--- src/imwm_ram.sv ---
`default_nettype none
module imwm_ram #(
   parameter int WIDTH = 32,
   parameter int DEPTH = 128
) (
   input  wire logic                     clock,
   input  wire logic                     wr_en,
   input  wire logic [$clog2(DEPTH)-1:0] wr_addr,
   input  wire logic [WIDTH-1:0]         wr_data,
   input  wire logic [$clog2(DEPTH)-1:0] rd_addr,
   output logic      [WIDTH-1:0]         rd_data
);

   logic [WIDTH-1:0] mem [DEPTH];
   logic [WIDTH-1:0] rd_data_ff;

   always_ff @(posedge clock) begin
      if (wr_en) begin
         mem[wr_addr] <= wr_data;
      end
      rd_data_ff <= mem[rd_addr];
   end

   assign rd_data = rd_data_ff;

endmodule
`default_nettype wire

--- config.mk ---
export PLATFORM = sky130hd
export DESIGN_NAME = imwm_ram
export DESIGN_NICKNAME = d
export VERILOG_FILES = /design/src/imwm_ram.sv
export SDC_FILE = /design/constraint.sdc
export NUM_CORES = 2
export LEC_CHECK = 0
export BUFFER_PORTS_ARGS = -buffer_cell sky130_fd_sc_hd__buf_2
export CAP_MARGIN = 30
export CORE_MARGIN = 2
export CORE_UTILIZATION = 50
export CTS_BUF_LIST = sky130_fd_sc_hd__clkbuf_16
export DETAILED_ROUTE_END_ITERATION = 8
export GPL_ROUTABILITY_DRIVEN = 0
export HOLD_SLACK_MARGIN = 0.15
export PLACE_DENSITY = 0.66
export SYNTH_ARGS = -nofsm -noshare
export SYNTH_HDL_FRONTEND = slang
export SYNTH_SLANG_ARGS = --single-unit
--- constraint.sdc ---
create_clock -name clock -period 3.5 [get_ports clock]
set_input_delay 0.35 -clock clock [delete_from_list [all_inputs] [get_ports clock]]
set_output_delay 0.35 -clock clock [all_outputs]
set_load 0.02 [all_outputs]
After elaboration in Yosys (flattened, before gate mapping)
Memory sizes are Yosys's and may differ from the RTL's. A register that Yosys moved wholly into a read port is not among the register bits.
Cells that the tools add are included.

storage, ports and cells
  flip-flop bits (word level) = 0
  bits in writable memories = 4096
  logic and storage cells = 3
  memories kept = 1

operators by class
  mux-type cells = 2

memories
  memory  words  width  read ports  clocked after memory_dff  write ports  line  source
  mem     128    32     1           1                         1            14    logic [WIDTH-1:0] mem [DEPTH];

operators by type and width
  operator           number
  two-way mux 1 bit  2

Longest topological paths before layout
  word-level depth = 2
  gate-level depth with buffers = 8

Least setup slack after synthesis
OpenSTA, ideal clock, no wires.

  path type = input to register
  start point = input wr_en
  end point = memory mem[98][0], enable pin
  library setup time = 0.461 ns
  arrival = 3.128 ns
  slack = -0.089 ns
  cell stages on the path = 3
  path through = clkbuf_1 -> nand4_1 -> nor3_1

on the way
  cells in the longest elaborated chain, start to end = 2

RTL lines
  what                                     line  source
  start: declaration                       7     input wire logic wr_en,
  two-way mux 1 bit                        18    if (wr_en) begin
  two-way mux 1 bit (implied by the code)  19    mem[wr_addr] <= wr_data;
  end: declaration                         14

Every way passes these cells.

==> results.sh <==
export IMPL_grt_max_degree=129
export IMPL_finalCritPeriodShare_pct=77.5
export IMPL_min_period_ns=2.71
export IMPL_via_count=72400
export IMPL_cts_tree="done"
export IMPL_drt_iter0_drc=11100
export IMPL_synthFlopType="edfxtp_1"
export IMPL_post_drt_wl_per_cell_um=37.1
export IMPL_relSlewSlack_pct=36.3
export IMPL_rsz0062_at_grt="no"
export IMPL_grt_pass1_vias=72300
export IMPL_drive_above_1_share_pct=36.8
export IMPL_synth_seq_cells=4128
export IMPL_slew_viol_final=0
export IMPL_path_class="in -> reg"
export IMPL_core_sq_um=311000
export IMPL_boundaryPins=80
export IMPL_grt_pass1_wl_um=574000
export IMPL_clk_path_buf_depth=4
export IMPL_cp_end_kind="flop"
export IMPL_hold_viol_final=0
export IMPL_drt_pass1_iterations=5
export IMPL_initial_utilization_pct=50.2
export IMPL_power_per_cell_area_nw_per_um2=572
export IMPL_placed_area_sq_um=167000
export IMPL_fmax_ghz=0.369
export IMPL_path_cells="buf_12 -> buf_12 -> buf_12 -> buf_4 -> mux4_2 -> mux4_2 -> mux4_2 -> mux2_2"
export IMPL_synth_cell_type_count=17
export IMPL_hold_class="in -> reg"
export IMPL_ant_nets=0
export IMPL_portBuffers=79
export IMPL_cts_resized_gates=0
export IMPL_cts_root_buf="clkbuf_16"
export IMPL_start_kind="primary input"
export IMPL_async_reset_ff_share_pct=0
export IMPL_dieWidth_um=563
export IMPL_clock_latency_ns=0.96
export IMPL_rr_worst_depth=4
export IMPL_ir_worst_vdd_uv=467
export IMPL_leakage_nw=56.0
export IMPL_synth_edff_count=4096
export IMPL_whs_path_depth=3
export IMPL_dpl_hpwl_um=230000
export IMPL_synth_area_sq_um=156000
export IMPL_fin_skew_ns=0.0667
export IMPL_cp_max_fo=25
export IMPL_syn_to_final_growth_pct=15.8
export IMPL_overflow=0
export IMPL_cp_data_arrival_time_ns=3.52
export IMPL_syn_inst=5990
export IMPL_syn_num_nets=6038
export IMPL_dieArea_sq_um=317000
export IMPL_worstPathRequired_ns=4.31
export IMPL_routed_wl_um=414000
export IMPL_critPathMaxStageDelay_ns=0.68
export IMPL_finalPower_w=0.103
export IMPL_tightestPinTransition_ns=0.954
export IMPL_grt_usage_pct=26.2
export IMPL_slowest_stage="mux4_2"
export IMPL_post_route_cell_area_sq_um=181000
export IMPL_syn_avg_cell_area_sq_um=26.1
export IMPL_vias_per_cell=6.49
export IMPL_synth_warnings=0
export IMPL_final_core_util_pct=58.1
export IMPL_finalNetCount=6658
export IMPL_drcViolationCount=0
export IMPL_ctsHtreeMaxLevel=5
export IMPL_die_h_um=563
export IMPL_setup_viol=0
export IMPL_clock_sinks=4128
export IMPL_antenna_found_initial=71
export IMPL_std_cell_rows=205
export IMPL_maxCapViolCount=0
export IMPL_stdcell_count=11200
export IMPL_clkTransAtPathRegs_ns=0.06
export IMPL_dp_cells=10300
export IMPL_seq_area_frac_synth_pct=79.1
export IMPL_status="finished, final reports clean"
export IMPL_cts_buffers=405
## path summary, 6_finish.rpt
check | slack (ns) | startpoint | endpoint
worst max register to register | 0.81 | mem[22][1] | rd_data[1]
worst max-delay path | 0.79 | rd_addr[0] | rd_data[3]
worst min register to register | 1.12 | mem[115][5] | rd_data[5]
worst min-delay path | 0.22 | rd_addr[3] | rd_data[0]
## stage by stage
step	hold slack [ns]	setup WS (ns)	setup TNS, ns
2_1_floorplan	0.449	-0.0886	-7.35
6_report	0.218	0.788	0
5_1_grt	0.193	0.800	0
3_5_place_dp	0.688	-0.0971	-0.229
3_3_place_gp	0.672	-0.0677	-0.216
4_1_cts	0.158	0.823	0
## Yosys cell counts (7+ instances only)
library cell | n | area, sq um
edfxtp_1 | 4096 | 123000
mux4_2 | 1344 | 30300
clkbuf_1 | 182 | 683
nor2_1 | 122 | 458
buf_2 | 79 | 395
buf_1 | 50 | 188
dfxtp_1 | 32 | 641
mux2_2 | 32 | 360
nand2_1 | 14 | 52.6
nand3_1 | 12 | 60.1
nor3_1 | 9 | 45.0
nor2b_1 | 7 | 43.8
## what timing repair did
| item | CTS | global route |
|---|---|---|
| hold buffers | 37 | 1 |
| setup buffers | 0 | 0 |
| hold endpoints to repair | 1846 | 21 |
| endpoints found under the setup margin | 0 | 0 |
## metal layers
layer  vias up  track usage, %  wire length, um  share of wire (%)
met3       591            5.57            44000                 11
met1     39800            37.3           157000                 38
met2      4277            40.8           196000                 47
met4        14            9.13            16400                4.0
met5         -               0               94              0.023
li1      27800               -                -                  -
## critical path, delay by kind of cell
| kind | cells | cell delay (ns) |
|---|---|---|
| buffers and inverters | 4 | 0.91 |
| multiplexers | 4 | 2.14 |
## sequential cells by signal, indices dropped and copies added, names as in the netlist
register,cells
rd_data,32
mem,4096
## report_power, final
part           switching [W]  internal, W  leakage [nW]
Clock                 0.0186       0.0244          6.74
Combinational        0.00335      0.00225          12.2
Sequential          0.000306       0.0546          37.1
## area by class of cell
class | count | area (sq um)
clock inverter | 337 | 2900
timing repair buffer | 529 | 6520
sequential | 4128 | 124000
fill | 21500 | 130000
multi-input combinational | 1546 | 32300
antenna | 75 | 188
tap | 4140 | 5180
clock buffer | 410 | 10300
## cells by family after synthesis
logic type | after synthesis | synth area share, %
flops | 4128 | 79.1
mux | 1376 | 19.6
buf+inv | 316 | 0.839
simple gates | 170 | 0.446
## cells in the final DEF (no fill, tap or decap), drive strengths merged
cell and count:
edfxtp 4096, mux4 1344, buf 491, clkbuf 410, clkinv 195, nor2 122, inv 94, diode 75
bufinv 42, dlygate4sd3 38, mux2 32, dfxtp 32, nand2 14, nand3 12, nor3 9, nor2b 7
clkinvlp 6, nand4 3, nand2b 2, or3 1
Power figures use the tool's default switching activity.
