==> src/imwm_pkg.sv <==
`default_nettype none
package imwm_pkg;

   localparam int PRICE_W = 32;
   localparam int MID_W   = 33;
   localparam int SUM_W   = 34;
   localparam int WIN_W   = 6;
   localparam int SEEN_W  = 8;
   localparam int SCAN_W  = 7;
   localparam int CSR_W   = 2;

   localparam logic [CSR_W-1:0] CSR_SHORT_WINDOW  = 2'd0;
   localparam logic [CSR_W-1:0] CSR_MEDIUM_WINDOW = 2'd1;
   localparam logic [CSR_W-1:0] CSR_LONG_WINDOW   = 2'd2;

   localparam logic [WIN_W-1:0] SHORT_RESET  = 6'd9;
   localparam logic [WIN_W-1:0] MEDIUM_RESET = 6'd26;
   localparam logic [WIN_W-1:0] LONG_RESET   = 6'd52;

   // Steering for the shared compare unit, one entry of history per cycle.
   typedef struct packed {
      logic clear;
      logic take;
      logic in_conv;
      logic in_base;
      logic in_span;
   } scan_ctrl_type;

endpackage
`default_nettype wire

==> src/imwm_extreme_unit.sv <==
`default_nettype none
module imwm_extreme_unit (
   input  wire logic                           clock,
   input  wire imwm_pkg::scan_ctrl_type        ctrl,
   input  wire logic [imwm_pkg::PRICE_W-1:0]   rd_high,
   input  wire logic [imwm_pkg::PRICE_W-1:0]   rd_low,
   output logic      [imwm_pkg::MID_W-1:0]     conv_x2,
   output logic      [imwm_pkg::MID_W-1:0]     base_x2,
   output logic      [imwm_pkg::MID_W-1:0]     span_b_x2
);
   import imwm_pkg::*;

   logic [PRICE_W-1:0] conv_hi_ff, conv_lo_ff, base_hi_ff, base_lo_ff;
   logic [PRICE_W-1:0] span_hi_ff, span_lo_ff;
   logic [PRICE_W-1:0] conv_hi_in, conv_lo_in, base_hi_in, base_lo_in;
   logic [PRICE_W-1:0] span_hi_in, span_lo_in;

   always_comb begin
      conv_hi_in = conv_hi_ff;
      conv_lo_in = conv_lo_ff;
      base_hi_in = base_hi_ff;
      base_lo_in = base_lo_ff;
      span_hi_in = span_hi_ff;
      span_lo_in = span_lo_ff;
      if (ctrl.clear) begin
         conv_hi_in = '0;
         conv_lo_in = '1;
         base_hi_in = '0;
         base_lo_in = '1;
         span_hi_in = '0;
         span_lo_in = '1;
      end else if (ctrl.take) begin
         if (ctrl.in_conv) begin
            if (rd_high > conv_hi_ff) conv_hi_in = rd_high;
            if (rd_low < conv_lo_ff) conv_lo_in = rd_low;
         end
         if (ctrl.in_base) begin
            if (rd_high > base_hi_ff) base_hi_in = rd_high;
            if (rd_low < base_lo_ff) base_lo_in = rd_low;
         end
         if (ctrl.in_span) begin
            if (rd_high > span_hi_ff) span_hi_in = rd_high;
            if (rd_low < span_lo_ff) span_lo_in = rd_low;
         end
      end
   end

   always_ff @(posedge clock) begin
      conv_hi_ff <= conv_hi_in;
      conv_lo_ff <= conv_lo_in;
      base_hi_ff <= base_hi_in;
      base_lo_ff <= base_lo_in;
      span_hi_ff <= span_hi_in;
      span_lo_ff <= span_lo_in;
   end

   assign conv_x2   = {1'b0, conv_hi_ff} + {1'b0, conv_lo_ff};
   assign base_x2   = {1'b0, base_hi_ff} + {1'b0, base_lo_ff};
   assign span_b_x2 = {1'b0, span_hi_ff} + {1'b0, span_lo_ff};

endmodule
`default_nettype wire

==> config.mk <==
export PLATFORM = sky130hd
export DESIGN_NAME = imwm_extreme_unit
export DESIGN_NICKNAME = d
export VERILOG_FILES = /design/src/imwm_pkg.sv /design/src/imwm_extreme_unit.sv
export SDC_FILE = /design/constraint.sdc
export NUM_CORES = 1
export LEC_CHECK = 0
export BUFFER_PORTS_ARGS = -buffer_cell sky130_fd_sc_hd__clkbuf_2
export CAP_MARGIN = 20
export CORE_MARGIN = 4
export CORE_UTILIZATION = 61
export CTS_CLUSTER_DIAMETER = 30
export CTS_CLUSTER_SIZE = 12
export DETAILED_ROUTE_END_ITERATION = 8
export MAX_ROUTING_LAYER = met4
export PLACE_DENSITY = 0.82
export SKIP_LAST_GASP = 1
export SYNTH_ARGS = -nofsm -noshare
export SYNTH_HDL_FRONTEND = slang
export SYNTH_SLANG_ARGS = --single-unit
==> constraint.sdc <==
create_clock -name clock -period 4.1 [get_ports clock]
set_input_delay 0.82 -clock clock [delete_from_list [all_inputs] [get_ports clock]]
set_output_delay 0.82 -clock clock [all_outputs]
set_load 0.01 [all_outputs]
### Word-level counts from Yosys, hierarchy flattened

Index checks and enable logic that the tools add are counted.

* register bits: 192
* output and inout port bits: 99
* word-level logic and storage cells: 21

* add/sub/neg operators: 3
* magnitude comparators: 6
* reduce and logical (&&, ||, !) cells: 6

Operator list (count)
* $add 32x32->33: 3
* $gt 32x32->1: 3
* $lt 32x32->1: 3
* $reduce_and 3->1: 6

### Longest topological paths before layout

* depth after elaboration: 2
* mapped depth: 11
* depth with buffers taken out: 10

### Worst setup path before layout

Ideal clock, no wire load.

* path kind: flip-flop to output port
* from: reg base_hi_ff[0]
* to: out base_x2[26] (netlist bit)
* arrival: 2.559 ns
* required time: 3.280 ns
* setup slack: 0.721 ns
* cell stages (with the launch flop): 11
* path buffers: 0
* cells stage by stage: dfxtp_1 -> ha_1 -> fa_1 -> a211o_1 -> a21oi_1 -> o21bai_2 -> a2111oi_4 -> nor2_1 -> or2_1 -> a21boi_2 -> xnor2_1

* word-level cells in the longest chain between the ends: 1

RTL lines
* from (decl): line imwm_extreme_unit.sv:13 `logic [PRICE_W-1:0] conv_hi_ff, conv_lo_ff, base_hi_ff, base_lo_ff;`
* from (signal assigned): line imwm_extreme_unit.sv:51 `base_hi_ff <= base_hi_in;`
* $add 32x32->33: line imwm_extreme_unit.sv:58 `assign base_x2 = {1'b0, base_hi_ff} + {1'b0, base_lo_ff};`
* to (decl): line imwm_extreme_unit.sv:8 `output logic [imwm_pkg::MID_W-1:0] base_x2,`

Every way passes these cells.

### Final worst setup path

* from: reg conv_hi_ff[0]
* to: out conv_x2[26] (netlist bit)

* word-level cells in the longest chain between the ends: 1

RTL lines
* from (decl): line imwm_extreme_unit.sv:13
* from (signal assigned): line imwm_extreme_unit.sv:49 `conv_hi_ff <= conv_hi_in;`
* $add 32x32->33: line imwm_extreme_unit.sv:57 `assign conv_x2 = {1'b0, conv_hi_ff} + {1'b0, conv_lo_ff};`
* to (decl): line imwm_extreme_unit.sv:7 `output logic [imwm_pkg::MID_W-1:0] conv_x2,`

Every way passes these cells.

==> impl_metrics.json <==
{
  "status": "complete, but fails checks",
  "violations": "negative setup slack",
  "syn-num-nets": 2363,
  "grt_max_degree": 93,
  "initial_utilization": 0.620,
  "reg2reg_depth": 10,
  "fp.dieArea_um2": 30000,
  "fin_hold_ws_ns": 0.530,
  "num_rows": 60,
  "die_height_um": 173,
  "tightest_slew_ns": 0.731,
  "clk_pin_slew_ns": 0.07,
  "peakVddDrop_v": 0.000304,
  "grt-ovfl-total": 0,
  "synth_top_cell_area_share": 0.231,
  "power-per-cell-area_nw_per_um2": 403,
  "ys.warnings.count": 0,
  "grt_pass1_wl_um": 80500,
  "cts-root-buf": "clkbuf_16",
  "fmax_mhz": 238,
  "relSlewSlack": 0.513,
  "antenna_found_initial": 4,
  "critPathArrivalTime_ns": 3.38,
  "rsz0062_at_grt": "yes",
  "portBuffers": 168,
  "min_path_type": "reg2reg",
  "drive_gt1_frac": 0.144,
  "cts_sinks": 192,
  "regToRegSetupSlack_ns": 1.05,
  "worstHoldPathCells": 2,
  "yosysSeqAreaShare": 0.231,
  "layout_setup_ws_ns": -0.0975,
  "die_w_um": 173,
  "hold_start": "base_hi_ff[30]",
  "gp_congestion": 0.956,
  "cp-start-kind": "register",
  "hold_viol": 0,
  "core_um2": 26900,
  "ioPinCount": 169,
  "synth_area_leaders": "dfxtp_1 (23%), ha_1 (21%), mux2i_1 (12%), nor2_1 (6.2%), a21o_1 (5.5%)",
  "vias": 15600,
  "h-tree-depth": 4,
  "clk_latency_ns": 0.46,
  "worstSetupStartpoint": "conv_hi_ff[0]",
  "syn-cell-area_um2": 16700,
  "worstSetupPathType": "reg2out",
  "initialDrtViolationCount": 1160,
  "yosysTopAreaCell": "dfxtp_1",
  "finalPower_uw": 7610,
  "synth_cells": 2005,
  "ctsHoldBuffers": 0,
  "cts_inserted_buffers": 17,
  "synth_ff_type": "dfxtp_1",
  "final_common_cell": "ha_1",
  "min_period_over_period": 1.02,
  "postRouteAntennaNets": 0,
  "finalSetupViolCount": 3,
  "period_minus_slack_ns": 4.20,
  "crit_path_max_fanout": 3,
  "hpwl_um": 40400,
  "grt_pass1_vias": 15200,
  "ys_ff_latch": 192,
  "cp_data_required_time_ns": 3.28,
  "postRouteWirelength_um": 51400,
  "synth_edf_count": 0,
  "r2r_end": "conv_lo_ff[23]",
  "postSynthAreaPerCell_um2": 8.31,
  "grt_usage": 0.340,
  "r2r-start": "conv_lo_ff[1]",
  "endpoint_kind": "output pin",
  "cts_tree": "done",
  "drv_slew": 0,
  "cap_violations": 0,
  "final_cell_mix": "ha_1 (281), nor2_1 (274), inv_1 (212)",
  "finalNetCount": 2526,
  "fillers": 2127,
  "p_leak_uw": 0.00979,
  "fin_skew_ns": 0.0156,
  "wl_per_cell_um": 20.4,
  "area_growth_pct": 13.4,
  "drc_errors": 0,
  "viasPerCell": 6.17,
  "synth_cell_types": 72,
  "min_to": "base_hi_ff[30]",
  "drtPass1Iterations": 6,
  "async_flop_share": 0,
  "clockBufferDepth": 2
}
-- worst max-delay path by stage --
stage                        to  slack (ns)
finish              conv_x2[26]        -0.1
global route        conv_x2[30]       -0.16
CTS                 conv_x2[25]      0.0001
detailed placement  base_x2[28]        0.08
global placement    base_x2[28]        0.12
floorplan           base_x2[26]        0.72
-- report_power, final --
| part | switching [uW] | internal (uW) | total (uW) |
|---|---|---|---|
| Sequential | 156 | 2010 | 2170 |
| Clock | 797 | 1080 | 1880 |
| Combinational | 2070 | 1500 | 3570 |
-- per-stage QoR --
step	worst slack [ns]	util	std cells	instance area [um2]	TNS, ns
floorplan	0.721	-	2005	16700	0
global placement	0.123	0.663	2476	17800	0
detailed placement	0.0831	0.663	2476	17800	0
CTS	0.000139	0.693	2511	18600	0
global route	-0.164	0.703	2523	18900	-0.752
finish	-0.0975	0.703	2523	18900	-0.146
-- synthesized netlist by cell type (18+ instances only) --
| library cell | number |
|---|---|
| clkbuf_1 | 35 |
| ha_1 | 285 |
| nor2_1 | 275 |
| a21oi_1 | 147 |
| a31oi_1 | 18 |
| nand3_1 | 19 |
| nand4_1 | 46 |
| xor2_1 | 31 |
| o21ai_0 | 62 |
| a21o_1 | 121 |
| dfxtp_1 | 192 |
| inv_1 | 212 |
| nand2_1 | 81 |
| o21bai_1 | 21 |
| mux2i_1 | 196 |
| xnor2_1 | 48 |
-- area by class of cell --
class	instances	area, um2	share of cell area
clock buffers	17	425	0.0225
multi-input cells	1542	12000	0.636
flip-flops and latches	192	3850	0.204
clock inverters	12	208	0.0110
repair buffers	203	1170	0.0618
inverters	212	796	0.0421
diodes	4	10.0	0.000530
well taps	341	427	0.0226
-- flip-flops by register name, indices dropped and copies added (netlist names) --
register and cells:
span_lo_ff 32, conv_lo_ff 32, span_hi_ff 32, base_lo_ff 32, base_hi_ff 32, conv_hi_ff 32
-- worst max-delay path, cell delays in order (launching register included) --
cell      delay [ns]
dfxtp_4         0.36
ha_4            0.17
fa_2            0.43
a211oi_2        0.27
o21bai_2        0.13
a21o_1          0.25
buf_6           0.14
a221oi_2        0.25
o21bai_2        0.15
a41o_1          0.31
a21boi_1        0.16
xnor2_1         0.14
clkbuf_2        0.16
-- cell families after synthesis --
family,Yosys count,share of synthesized area
AND/OR/NAND/NOR,513,0.140
AO/OA/AOI/OAI,466,0.184
adder cells (fa/ha/maj),288,0.218
buffers and inverters,271,0.0683
multiplexers,196,0.118
flip-flops,192,0.231
XOR/XNOR,79,0.0415
-- what timing repair did --
action / in CTS / in global routing
endpoints found under the setup margin: 29 / 32
setup buffers: 6 / 8
pin swaps: 14 / 23
hold endpoints to repair: 0 / 0
gates resized for setup: 29 / 45
-- routing by layer --
| metal | GRT usage | wire length [um] | vias to the layer above | share of wire |
|---|---|---|---|---|
| met5 | - | 0 | - | 0 |
| met4 | 0.154 | 2690 | 0 | 0.052 |
| met3 | 0.0510 | 3150 | 164 | 0.061 |
| met2 | 0.564 | 24200 | 606 | 0.47 |
| met1 | 0.412 | 21400 | 7383 | 0.42 |
| li1 | - | - | 7420 | - |
Power figures use the tool's default switching activity.
